[src/rtl/srt_pkg.sv]
// shared types, codes and defaults for the segment reservation table
package srt_pkg;

	localparam int unsigned TABLE_ENTRIES_DEF = 128;
	localparam int unsigned MAX_LIST_DEF      = 32;

	localparam logic [1:0] STAT_GRANTED  = 2'd0;
	localparam logic [1:0] STAT_CONFLICT = 2'd1;
	localparam logic [1:0] STAT_QUERY    = 2'd2;
	localparam logic [1:0] STAT_OVERFLOW = 2'd3;

	localparam logic [7:0] OWNER_FREE = 8'h00;

	typedef enum logic [2:0] {
		FSM_IDLE,
		FSM_CHECK,
		FSM_FREE,
		FSM_GRANT,
		FSM_RESP
	} fsm_t;

endpackage

[src/rtl/segment_reservation_table.sv]
// segment reservation table: owner memory, request list buffer and commit sequencer
//
//   channel | direction | handshake            | payload
//   s_*     | in        | s_tvalid / s_tready  | s_tdata, s_tuser (func), s_tlast (last_entry)
//   m_*     | out       | m_tvalid / m_tready  | m_tdata, m_tuser (status)
//
// a list entry fills the list buffer; a query is a table read, then the answer register
// a commit runs a check over the list, a release over every table entry, a grant over the
// list and an answer, set by the single read port of the owner memory and list buffer
// reset clears the per-segment valid bits at once, so no clearing pass is needed
// a waiting answer does not stop list entries; a new answer waits for the output register
module segment_reservation_table
	import srt_pkg::*;
#(
	parameter int unsigned TABLE_ENTRIES = TABLE_ENTRIES_DEF,
	parameter int unsigned MAX_LIST      = MAX_LIST_DEF
) (
	input  logic        clk,
	input  logic        arst_n,
	input  logic        s_tvalid,
	output logic        s_tready,
	input  logic [15:0] s_tdata,  // requester [7:0], node [15:8]
	input  logic        s_tuser,  // func [0]
	input  logic        s_tlast,
	output logic        m_tvalid,
	input  logic        m_tready,
	output logic [15:0] m_tdata,  // owner [7:0], failed_node [15:8]
	output logic [1:0]  m_tuser   // status [1:0]
);

	localparam int unsigned IW = $clog2(TABLE_ENTRIES);
	localparam int unsigned CW = $clog2(MAX_LIST + 1);
	localparam int unsigned BW = (MAX_LIST > 1) ? $clog2(MAX_LIST) : 1;
	localparam logic [IW-1:0] LAST_SEG = IW'(TABLE_ENTRIES - 1);
	localparam logic [CW-1:0] LIST_MAX = CW'(MAX_LIST);

	logic [IW-1:0] seg_lut [128];

	for (genvar g = 0; g < 128; g++) begin : g_seg
		localparam int unsigned R = g % TABLE_ENTRIES;
		assign seg_lut[g] = IW'(R);
	end

	logic [7:0]          owner_mem [TABLE_ENTRIES];
	logic [TABLE_ENTRIES-1:0] tbl_vld_q;
	logic [7:0]          tbl_rdata_q;
	logic                tbl_rvld_q;
	logic [7:0]          buf_mem [MAX_LIST];
	logic [7:0]          buf_rdata_q;

	fsm_t state_q, state_d;

	logic [CW-1:0] cnt_q;
	logic [7:0]    own_q;
	logic          ovf_q;
	logic [CW-1:0] iss_q;
	logic [IW-1:0] fr_q;
	logic          fr_done_q;
	logic          v_s1, v_s2;
	logic [7:0]    node_s2;
	logic [IW-1:0] fr_addr_s1;
	logic [1:0]    res_status_q;
	logic [7:0]    res_fail_q;
	logic          out_valid_q;
	logic [15:0]   out_data_q;
	logic [1:0]    out_user_q;

	logic          in_fire, list_fire, query_fire, buf_wr_en;
	logic          tbl_rd_en, tbl_wr_en, tbl_clr_en, buf_rd_en;
	logic [IW-1:0] tbl_rd_addr, tbl_wr_addr;
	logic          issue_c, conflict_c, out_free, resp_fire, list_ovf;
	logic          check_done, free_done, grant_done;
	logic [7:0]    held;

	assign held      = tbl_rvld_q ? tbl_rdata_q : OWNER_FREE;
	assign out_free  = !out_valid_q || m_tready;
	assign in_fire   = s_tvalid && s_tready;
	assign list_fire = in_fire && !s_tuser;
	assign query_fire = in_fire && s_tuser;
	assign buf_wr_en = list_fire && (cnt_q < LIST_MAX);
	assign list_ovf  = ovf_q || (cnt_q == LIST_MAX);

	assign check_done = (iss_q == cnt_q) && !v_s1 && !v_s2;
	assign free_done  = fr_done_q && !v_s1;
	assign grant_done = (iss_q == cnt_q) && !v_s1;

	always_comb begin
		state_d = state_q;
		unique case (state_q)
			FSM_IDLE: begin
				if (query_fire) begin
					state_d = FSM_RESP;
				end else if (list_fire && s_tlast) begin
					state_d = list_ovf ? FSM_RESP : FSM_CHECK;
				end
			end
			FSM_CHECK: begin
				if (conflict_c) begin
					state_d = FSM_RESP;
				end else if (check_done) begin
					state_d = FSM_FREE;
				end
			end
			FSM_FREE: begin
				if (free_done) state_d = FSM_GRANT;
			end
			FSM_GRANT: begin
				if (grant_done) state_d = FSM_RESP;
			end
			FSM_RESP: begin
				if (out_free) state_d = FSM_IDLE;
			end
			default: state_d = FSM_IDLE;
		endcase
	end

	always_comb begin
		s_tready    = 1'b0;
		tbl_rd_en   = 1'b0;
		tbl_rd_addr = seg_lut[s_tdata[15:9]];
		tbl_wr_en   = 1'b0;
		tbl_clr_en  = 1'b0;
		tbl_wr_addr = seg_lut[buf_rdata_q[7:1]];
		buf_rd_en   = 1'b0;
		issue_c     = 1'b0;
		conflict_c  = 1'b0;
		resp_fire   = 1'b0;
		unique case (state_q)
			FSM_IDLE: begin
				s_tready  = 1'b1;
				tbl_rd_en = s_tvalid && s_tuser;
			end
			FSM_CHECK: begin
				conflict_c  = v_s2 && (held != own_q) && (held != OWNER_FREE);
				issue_c     = (iss_q < cnt_q) && !conflict_c;
				buf_rd_en   = issue_c;
				tbl_rd_en   = v_s1;
				tbl_rd_addr = seg_lut[buf_rdata_q[7:1]];
			end
			FSM_FREE: begin
				issue_c     = !fr_done_q;
				tbl_rd_en   = issue_c;
				tbl_rd_addr = fr_q;
				tbl_clr_en  = v_s1 && (held == own_q);
				tbl_wr_addr = fr_addr_s1;
			end
			FSM_GRANT: begin
				issue_c   = iss_q < cnt_q;
				buf_rd_en = issue_c;
				tbl_wr_en = v_s1;
			end
			FSM_RESP: begin
				resp_fire = out_free;
			end
			default: begin
			end
		endcase
	end

	always_ff @(posedge clk) begin
		if (tbl_wr_en) owner_mem[tbl_wr_addr] <= own_q;
		if (tbl_rd_en) begin
			tbl_rdata_q <= owner_mem[tbl_rd_addr];
			tbl_rvld_q  <= tbl_vld_q[tbl_rd_addr];
		end
	end

	always_ff @(posedge clk or negedge arst_n) begin
		if (!arst_n) begin
			tbl_vld_q <= '0;
		end else if (tbl_wr_en) begin
			tbl_vld_q[tbl_wr_addr] <= 1'b1;
		end else if (tbl_clr_en) begin
			tbl_vld_q[tbl_wr_addr] <= 1'b0;
		end
	end

	always_ff @(posedge clk) begin
		if (buf_wr_en) buf_mem[cnt_q[BW-1:0]] <= s_tdata[15:8];
		if (buf_rd_en) buf_rdata_q <= buf_mem[iss_q[BW-1:0]];
	end

	always_ff @(posedge clk) begin
		node_s2    <= buf_rdata_q;
		fr_addr_s1 <= fr_q;
		if (query_fire) res_fail_q <= 8'h00;
		if (conflict_c) res_fail_q <= node_s2;
		if (resp_fire) begin
			out_user_q        <= res_status_q;
			out_data_q[7:0]   <= (res_status_q == STAT_QUERY) ? held : OWNER_FREE;
			out_data_q[15:8]  <= (res_status_q == STAT_CONFLICT) ? res_fail_q : 8'h00;
		end
	end

	always_ff @(posedge clk or negedge arst_n) begin
		if (!arst_n) begin
			state_q      <= FSM_IDLE;
			cnt_q        <= '0;
			own_q        <= '0;
			ovf_q        <= 1'b0;
			iss_q        <= '0;
			fr_q         <= '0;
			fr_done_q    <= 1'b0;
			v_s1         <= 1'b0;
			v_s2         <= 1'b0;
			res_status_q <= STAT_GRANTED;
			out_valid_q  <= 1'b0;
		end else begin
			state_q <= state_d;
			v_s1    <= issue_c;
			v_s2    <= (state_q == FSM_CHECK) && v_s1 && !conflict_c;

			if (list_fire) begin
				if (cnt_q == '0 && !ovf_q) own_q <= s_tdata[7:0];
				if (buf_wr_en) begin
					cnt_q <= cnt_q + CW'(1);
				end else begin
					ovf_q <= 1'b1;
				end
				if (s_tlast) res_status_q <= list_ovf ? STAT_OVERFLOW : STAT_GRANTED;
			end
			if (query_fire) res_status_q <= STAT_QUERY;
			if (conflict_c) res_status_q <= STAT_CONFLICT;

			if ((state_q == FSM_CHECK || state_q == FSM_GRANT) && issue_c) begin
				iss_q <= iss_q + CW'(1);
			end else if (state_q != FSM_CHECK && state_q != FSM_GRANT) begin
				iss_q <= '0;
			end

			if (state_q == FSM_FREE) begin
				if (issue_c) begin
					fr_q      <= fr_q + IW'(1);
					fr_done_q <= (fr_q == LAST_SEG);
				end
			end else begin
				fr_q      <= '0;
				fr_done_q <= 1'b0;
			end

			if (resp_fire) begin
				out_valid_q <= 1'b1;
				if (res_status_q != STAT_QUERY) begin
					cnt_q <= '0;
					own_q <= '0;
					ovf_q <= 1'b0;
				end
			end else if (m_tready) begin
				out_valid_q <= 1'b0;
			end
		end
	end

	assign m_tvalid = out_valid_q;
	assign m_tdata  = out_data_q;
	assign m_tuser  = out_user_q;

`ifndef ASSERT_OFF
	a_no_write_and_clear: assert property (@(posedge clk) disable iff (!arst_n)
		!(tbl_wr_en && tbl_clr_en))
		else $error("table write and release in the same cycle");

	a_check_pipe_order: assert property (@(posedge clk) disable iff (!arst_n)
		v_s2 |-> $past(v_s1))
		else $error("check stage two without stage one");

	a_grant_clean_list: assert property (@(posedge clk) disable iff (!arst_n)
		(state_q == FSM_GRANT) |-> (!ovf_q && cnt_q != '0))
		else $error("grant with an empty or overflowed list");

	a_last_starts_commit: assert property (@(posedge clk) disable iff (!arst_n)
		(list_fire && s_tlast) |=> (state_q == FSM_CHECK || state_q == FSM_RESP))
		else $error("last list entry did not start a commit");

	a_answer_from_resp: assert property (@(posedge clk) disable iff (!arst_n)
		$rose(m_tvalid) |-> ($past(state_q) == FSM_RESP))
		else $error("answer raised outside the answer state");
`endif

endmodule
[config.mk]
export PLATFORM = sky130hd
export DESIGN_NAME = segment_reservation_table
export DESIGN_NICKNAME = d
export VERILOG_FILES = /design/src/rtl/srt_pkg.sv /design/src/rtl/segment_reservation_table.sv
export SDC_FILE = /design/constraint.sdc
export NUM_CORES = 2
export LEC_CHECK = 0
export BUFFER_PORTS_ARGS = -buffer_cell sky130_fd_sc_hd__buf_2
export CORE_ASPECT_RATIO = 1.2
export CORE_MARGIN = 4
export CORE_UTILIZATION = 30
export DETAILED_ROUTE_END_ITERATION = 10
export GPL_TIMING_DRIVEN = 0
export PLACE_DENSITY = 0.53
export SYNTH_ARGS = -nofsm -noshare
export SYNTH_HDL_FRONTEND = slang
export SYNTH_SLANG_ARGS = --single-unit
[constraint.sdc]
create_clock -name clk -period 5.9 [get_ports clk]
set_clock_uncertainty 0.05 [all_clocks]
set_input_delay 0.295 -clock clk [delete_from_list [all_inputs] [get_ports clk]]
set_output_delay 0.295 -clock clk [all_outputs]
set_load 0.01 [all_outputs]
* Word-level counts from Yosys, hierarchy flattened
Memory sizes are Yosys's and may differ from the RTL's. A register that Yosys moved wholly into a read port is not among the register bits.
Index checks and enable logic that the tools add are counted.
** Word-level totals
- Memories :: 4
- RAM bits :: 1280
- Bits in latches :: 0
- ROM bits :: 1792
- Output and inout port bits :: 20
- Word-level logic and storage cells :: 160
- Input bits :: 22
- Register bits :: 207
** Operators by class
- Reductions and logical operators :: 41
- Bitwise logic cells :: 5
- Shift operators :: 0
- $mul :: 0
- $lt $le $gt $ge :: 7
- Add/subtract/negate cells :: 3
- Eq/ne operators :: 20
- Div/mod/pow operators :: 0
- Mux-type cells :: 61
** Memory list
- owner_mem :: words 128, bits a word 8, read ports 1, clocked after Yosys merged registers in 1, write ports 1, RTL line segment_reservation_table.sv:44 : logic [7:0] owner_mem [TABLE_ENTRIES];
- (name not given) :: words 128, bits a word 7, read ports 1, clocked after Yosys merged registers in 0, write ports 0, RTL line segment_reservation_table.sv:138 : tbl_rd_addr = seg_lut[buf_rdata_q[7:1]];
- (name not given) :: words 128, bits a word 7, read ports 1, clocked after Yosys merged registers in 0, write ports 0, RTL line segment_reservation_table.sv:120 : tbl_rd_addr = seg_lut[s_tdata[15:9]];
- buf_mem :: words 32, bits a word 8, read ports 1, clocked after Yosys merged registers in 1, write ports 1, RTL line segment_reservation_table.sv:48 : logic [7:0] buf_mem [MAX_LIST];
** Operator list (number)
- $mux 128 :: 2
- $and 128x128->128 :: 1
- $not 128->128 :: 1
- $or 128x128->128 :: 1
- $mux 8 :: 7
- $mux 7 :: 7
- $mux 6 :: 6
- $mux 3 :: 8
- $logic_and 1x1->1 :: 19
- $mux 1 :: 19
- $ge 8x8->1 const B :: 2
- $lt 7x8->1 const B :: 2
- $not 7->8 :: 2
- $pmux 3 s5 :: 1
- $pmux 7 s2 :: 1
- $add 6x1->6 const B :: 2
- $mux 2 :: 5
- $ne 2x2->1 const B :: 5
- $eq 8x8->1 :: 1
- $logic_not 1->1 :: 8
- $ne 8x8->1 :: 1
- $reduce_bool 2->1 :: 4
- $reduce_bool 8->1 :: 1
- $add 7x1->7 const B :: 1
- 24 further kinds :: 30

* Depth between registers and ports, before layout
- Depth in word-level cells :: 13
- Depth in mapped cells :: 15
- Gate-level depth less buffers :: 10

* Worst setup path before layout
No wires, ideal clock.
- Path type :: reg-to-reg
- Start point :: register own_q[2]
- End point :: register iss_q[2]
- Library setup time :: 0.083 ns
- Data required time :: 5.767 ns
- Buffers on the path :: 0
- Clock period less this slack :: 3.954 ns
- Cell stages (with the launch flop) :: 9
- Arrival :: 3.821 ns
- Slack :: 1.946 ns
- Cell sequence :: dfrtp_1 -> nor4bb_1 -> a31oi_1 -> o32ai_1 -> nand4_1 -> a31oi_1 -> mux2i_1 -> nand2_1 -> o21ai_0
** On the way
- Cells in the longest elaborated chain, start to end :: 8
- Elaborated cells on any way between the ends :: 9
- Classes of those cells :: eq/ne: 1; mux: 2; reduce/logical: 6
** Ends and longest elaborated chain
- start, declared :: RTL line segment_reservation_table.sv:54 : logic [7:0] own_q;
- start signal, assigned :: RTL line segment_reservation_table.sv:214 : if (cnt_q == '0 && !ovf_q) own_q <= s_tdata[7:0];
- $ne 8x8->1 * :: RTL line segment_reservation_table.sv:134 : conflict_c = v_s2 && (held != own_q) && (held != OWNER_FREE);
- $logic_and 1x1->1 * (2 in a row) :: RTL line segment_reservation_table.sv:134
- $logic_not 1->1 * :: RTL line segment_reservation_table.sv:135 : issue_c = (iss_q < cnt_q) && !conflict_c;
- $logic_and 1x1->1 * :: RTL line segment_reservation_table.sv:135
- $pmux 1 s3 * :: RTL line segment_reservation_table.sv:128 : unique case (state_q)
- $logic_and 1x1->1 * :: RTL line segment_reservation_table.sv:225 : if ((state_q == FSM_CHECK || state_q == FSM_GRANT) && issue_c) begin
- $mux 6 / $reduce_bool 2->1 (equally long branches)
- end signal, assigned :: RTL line segment_reservation_table.sv:226 : iss_q <= iss_q + CW'(1);
- end, declared :: RTL line segment_reservation_table.sv:56 : logic [CW-1:0] iss_q;
Mark *: on every way between the ends. The rest lies on a longest branch, timed or not.
A chain may end at the register's enable or synchronous reset.

* Worst setup path in the final report
- Start point :: register state_q[1]
- End point :: register tbl_rdata_q[5], read port of owner_mem, data pin
** On the way
- Cells in the longest elaborated chain, start to end :: 2
- Elaborated cells on any way between the ends :: 5
- Classes of those cells :: eq/ne: 2; mux: 2; reduce/logical: 1
** Ends and longest elaborated chain
- start, declared :: RTL line segment_reservation_table.sv:51 : fsm_t state_q, state_d;
- start signal, assigned :: RTL line segment_reservation_table.sv:209 : state_q <= state_d;
- $eq 3x2->1, or another cell as far along :: RTL line segment_reservation_table.sv:128
- $pmux 1 s3 / $pmux 7 s2 (equally long branches) :: RTL line segment_reservation_table.sv:128
- end, declared :: RTL line segment_reservation_table.sv:46 : logic [7:0] tbl_rdata_q;
Several ways; a longest one is shown, not always the timed one.

==> flow_metrics.py <==
metrics = {
    "finish": {
        "final-instance-count-excl-fill": 7319,
        "ff_latch_area_sq_um": 44200,
        "multiInputGateArea_sq_um": 15900,
        "post_route_cells_drive_above_1_share_pct": 10.0,
        "fin_area_sq_um": 70700,
        "design.final.nets": 4563,
        "area.growth.synth_to_final_pct": 15.3,
        "fillCellCount": 19500,
    },
    "logic_synthesis": {
        "number_of_distinct_library_cells_after_synthesis": 72,
        "yosysSeqAreaShare_pct": 72.0,
        "synth_enable_flop_cells": 1323,
        "synth.top_cells.by_area": "sky130_fd_sc_hd__edfxtp_1, sky130_fd_sc_hd__dfrtp_1, sky130_fd_sc_hd__o21ai_0, sky130_fd_sc_hd__mux2i_1, sky130_fd_sc_hd__nand2_1",
        "synth.ff_latch_count": 1503,
        "postSynthNetCount": 4328,
        "syn_area_sq_um": 61400,
        "netlist_top_cells_count": "sky130_fd_sc_hd__edfxtp_1, sky130_fd_sc_hd__nand2_1, sky130_fd_sc_hd__o21ai_0, sky130_fd_sc_hd__nor2_1, sky130_fd_sc_hd__clkbuf_1",
        "netlist.top_cell.by_area": "sky130_fd_sc_hd__edfxtp_1",
        "async_reset_ff_share_pct": 11.0,
        "yosys_warnings": 0,
        "netlist.area_leader.share_pct": 64.8,
        "post_synth_inst_count": 4294,
        "post_synth.cell_area_avg_sq_um": 14.3,
        "yosysMostFrequentCell": "sky130_fd_sc_hd__edfxtp_1",
        "synth_ff_type": "sky130_fd_sc_hd__edfxtp_1",
    },
    "timing": {
        "worst-slew-pin-transition_ps": 1600,
        "max_freq_mhz": 169,
        "setup_viol_count_final": 1,
        "timing.setup.tns_ps": -17.1,
        "finalWorstSetupSlack_ps": -17.1,
        "finalMaxSlewViolations": 35,
        "setup_repair_after_global_routing_missed_its_margin": "false",
        "maxSlewHeadroom_pct": -6.49,
        "finalCritPeriodShare_pct": 100,
        "final_period_minus_worst_setup_slack_ps": 5920,
        "timing.final.hold_violations": 0,
    },
    "worst_setup_path": {
        "startpoint_type": "flip-flop",
        "worst_setup_ep_type": "flip-flop",
        "cp_common_cell": "sky130_fd_sc_hd__buf_2",
        "worst_ep_arrival_time_ps": 6440,
        "worst-setup-path-type": "reg2reg",
        "slowest_stage": "sky130_fd_sc_hd__a311oi_1",
        "worst-endpoint-required_ps": 6430,
        "slowest_delay_ps": 960,
        "path_cells": "buf_2, xnor2_2, o21ai_2, nand2_2, buf_2, buf_2, buf_1, nand2_1, a311oi_1, o32a_1, nand4_1, nor3_1",
        "cp_max_fo": 10,
    },
    "routing": {
        "dr.first_iter.drc_count": 4947,
        "detail_route.drc_violations": 0,
        "avgRoutedWirePerCell_um": 29.8,
        "detail_route.wirelength_um": 218000,
        "dr_total_vias": 40600,
        "drt_pass1_iterations": 7,
        "routed_via_density": 5.55,
        "final_antenna_net_count": 0,
    },
    "clocking": {
        "clock_insertion_delay_worst_skew_ps": 840,
        "clock_path_buffers": 3,
        "clock-sinks": 1503,
        "clkSlewWorstSetupHoldPaths_ps": 70,
        "cts_tree": "yes",
        "cts-buffers-inserted": 158,
        "ctsRootBufferMaster": "sky130_fd_sc_hd__clkbuf_16",
        "htree_levels": 4,
    },
    "flow_run": {
        "cap_viol_max_count": 6,
    },
    "placed_design": {
        "place_hpwl_um": 151000,
        "final_weighted_congestion_of_routability_driven_global_placement": 0.998,
        "place_area_sq_um": 65300,
        "numPlacedInstances": 7005,
        "number_of_port_buffers": 41,
    },
    "floorplan": {
        "initial_util_pct": 30.2,
        "top_level_ports": 42,
        "design.die.area_sq_um": 212000,
        "die_x_um": 421,
        "core_region_area_sq_um": 203000,
        "rows": 181,
        "die_y_um": 503,
    },
    "hold_path": {
        "min-delay-path-class": "in2async",
    },
    "power_and_ir_drop": {
        "power_leakage_nw": 21.6,
        "vdd.ir_drop.worst_uv": 256,
        "powerDensity_nw_per_um2": 305,
    },
    "global_routing": {
        "number_of_antenna_violations_at_the_first_check_in_global_routing": 15,
        "grt_first_pass_wirelength_um": 304000,
        "grt_overflow_total": 0,
        "first_global_vias": 40300,
        "globalRouteTotalUtil_pct": 20.3,
        "grt_max_degree": 91,
    },
    "status": {
        "failing_checks": "max-capacitance violations, max-slew violations, negative setup slack",
        "run_status": "complete, but fails checks",
    },
}
path summary, 6_finish.rpt:
kind                           startpoint                         end  slack, ps  depth (start not counted)
max                            state_q[1]              tbl_rdata_q[5]        -20                         12
min                                arst_n  asynchronous set/reset pin         50                          2
max reg2reg                    state_q[1]              tbl_rdata_q[5]        -20                         12
min reg2reg                buf_rdata_q[0]                  node_s2[0]        330                          0
max in group asynchronous          arst_n  asynchronous set/reset pin       4810                          3
min in group clk              s_tdata[10]              buf_mem[24][2]         60                          1
layout by cell type (no fill, tap or decap), types with 19 or more instances in the layout:
master	instances
sky130_fd_sc_hd__dfrtp_1	157
sky130_fd_sc_hd__buf_1	38
sky130_fd_sc_hd__nor2_1	251
sky130_fd_sc_hd__o22ai_1	29
sky130_fd_sc_hd__a311oi_1	51
sky130_fd_sc_hd__a31oi_1	43
sky130_fd_sc_hd__o221ai_1	28
sky130_fd_sc_hd__o21ai_0	398
sky130_fd_sc_hd__o32a_1	25
sky130_fd_sc_hd__mux2i_1	174
sky130_fd_sc_hd__nand2_1	463
sky130_fd_sc_hd__o211ai_1	33
sky130_fd_sc_hd__nand4_1	30
sky130_fd_sc_hd__clkinv_1	32
sky130_fd_sc_hd__edfxtp_1	1323
sky130_fd_sc_hd__nand3_1	112
sky130_fd_sc_hd__clkbuf_16	160
sky130_fd_sc_hd__a21o_1	35
sky130_fd_sc_hd__a21oi_1	129
sky130_fd_sc_hd__buf_2	88
sky130_fd_sc_hd__a211oi_1	155
sky130_fd_sc_hd__and2_1	19
sky130_fd_sc_hd__mux4_2	76
sky130_fd_sc_hd__clkbuf_1	242
sky130_fd_sc_hd__and3_1	140
flip-flops by register name, indices dropped and copies added, names as in the netlist, 2 cells and up, named ones only:
name / cells
buf_mem: 256
buf_rdata_q: 8
cnt_q: 6
fr_addr_s1: 7
fr_q: 7
iss_q: 6
m_tdata: 16
m_tuser: 2
node_s2: 8
own_q: 8
owner_mem: 1024
res_fail_q: 8
res_status_q: 2
state_q: 3
tbl_rdata_q: 8
where the power goes:
group	internal [mW]	total, mW	switching (mW)	leakage, nW
registers	11.4	11.4	0	12.1
clock network	5.73	10.1	4.34	2.53
logic	0.0145	0.0827	0.0682	7.04
total	17.2	21.6	4.41	21.6
logic make-up (layout without fill, tap and decap cells):
logic type | after synthesis | in the layout | synth area share (%)
DFF | 1503 | 1503 | 72.0
and+or+nand+nor | 1137 | 1137 | 8.58
AOI/OAI and AO/OA | 1041 | 1041 | 10.9
buffers and inverters | 318 | 686 | 2.16
muxes | 266 | 266 | 5.92
xor gates and xnor gates | 17 | 17 | 0.255
adders and majority gates | 12 | 12 | 0.245
other | 0 | 4 | 0
critical path, delay by kind of cell (launching register included):
| kind | cells | cell delay [ps] |
|---|---|---|
| AOI/OAI and AO/OA | 3 | 1600 |
| buffers and inverters | 4 | 1720 |
| xor gates and xnor gates | 1 | 280 |
| DFF | 1 | 360 |
| and+or+nand+nor | 4 | 1640 |
repair_timing:
item,4_1_cts,5_1_grt
buffers inserted,0,0
gates resized for setup,0,8
hold buffers,16,0
endpoints found under the setup margin,0,6
hold endpoints to repair,168,0
final cells by class:
class                      count  area share (%)
sequential                  1503            62.5
timing repair buffer          76            1.09
clock inverter                76            1.20
multi-input combinational   2473            22.5
buffer                       302            1.80
inverter                      15          0.0796
antenna                        4          0.0142
clock buffer                 217            6.13
tap                         2653            4.69
metrics by stage:
step	util (%)	hold slack [ps]	total power, mW	worst slack, ps
after floorplan	-	-50.6	11.7	1950
after global placement	31.9	325	11.7	-2600
after detailed placement	32.2	311	11.7	-351
after CTS	34.8	32.6	21.7	24.9
after global routing	34.8	65.0	22.1	52.7
final	34.8	50.1	21.6	-17.1
metal layers:
layer	GRT usage [%]	share of wire [%]
met1	24.8	38
met2	32.0	46
met3	5.38	8.9
met4	12.5	7.1
met5	0	0.063
No activity file was read; power rests on OpenSTA's default activity.
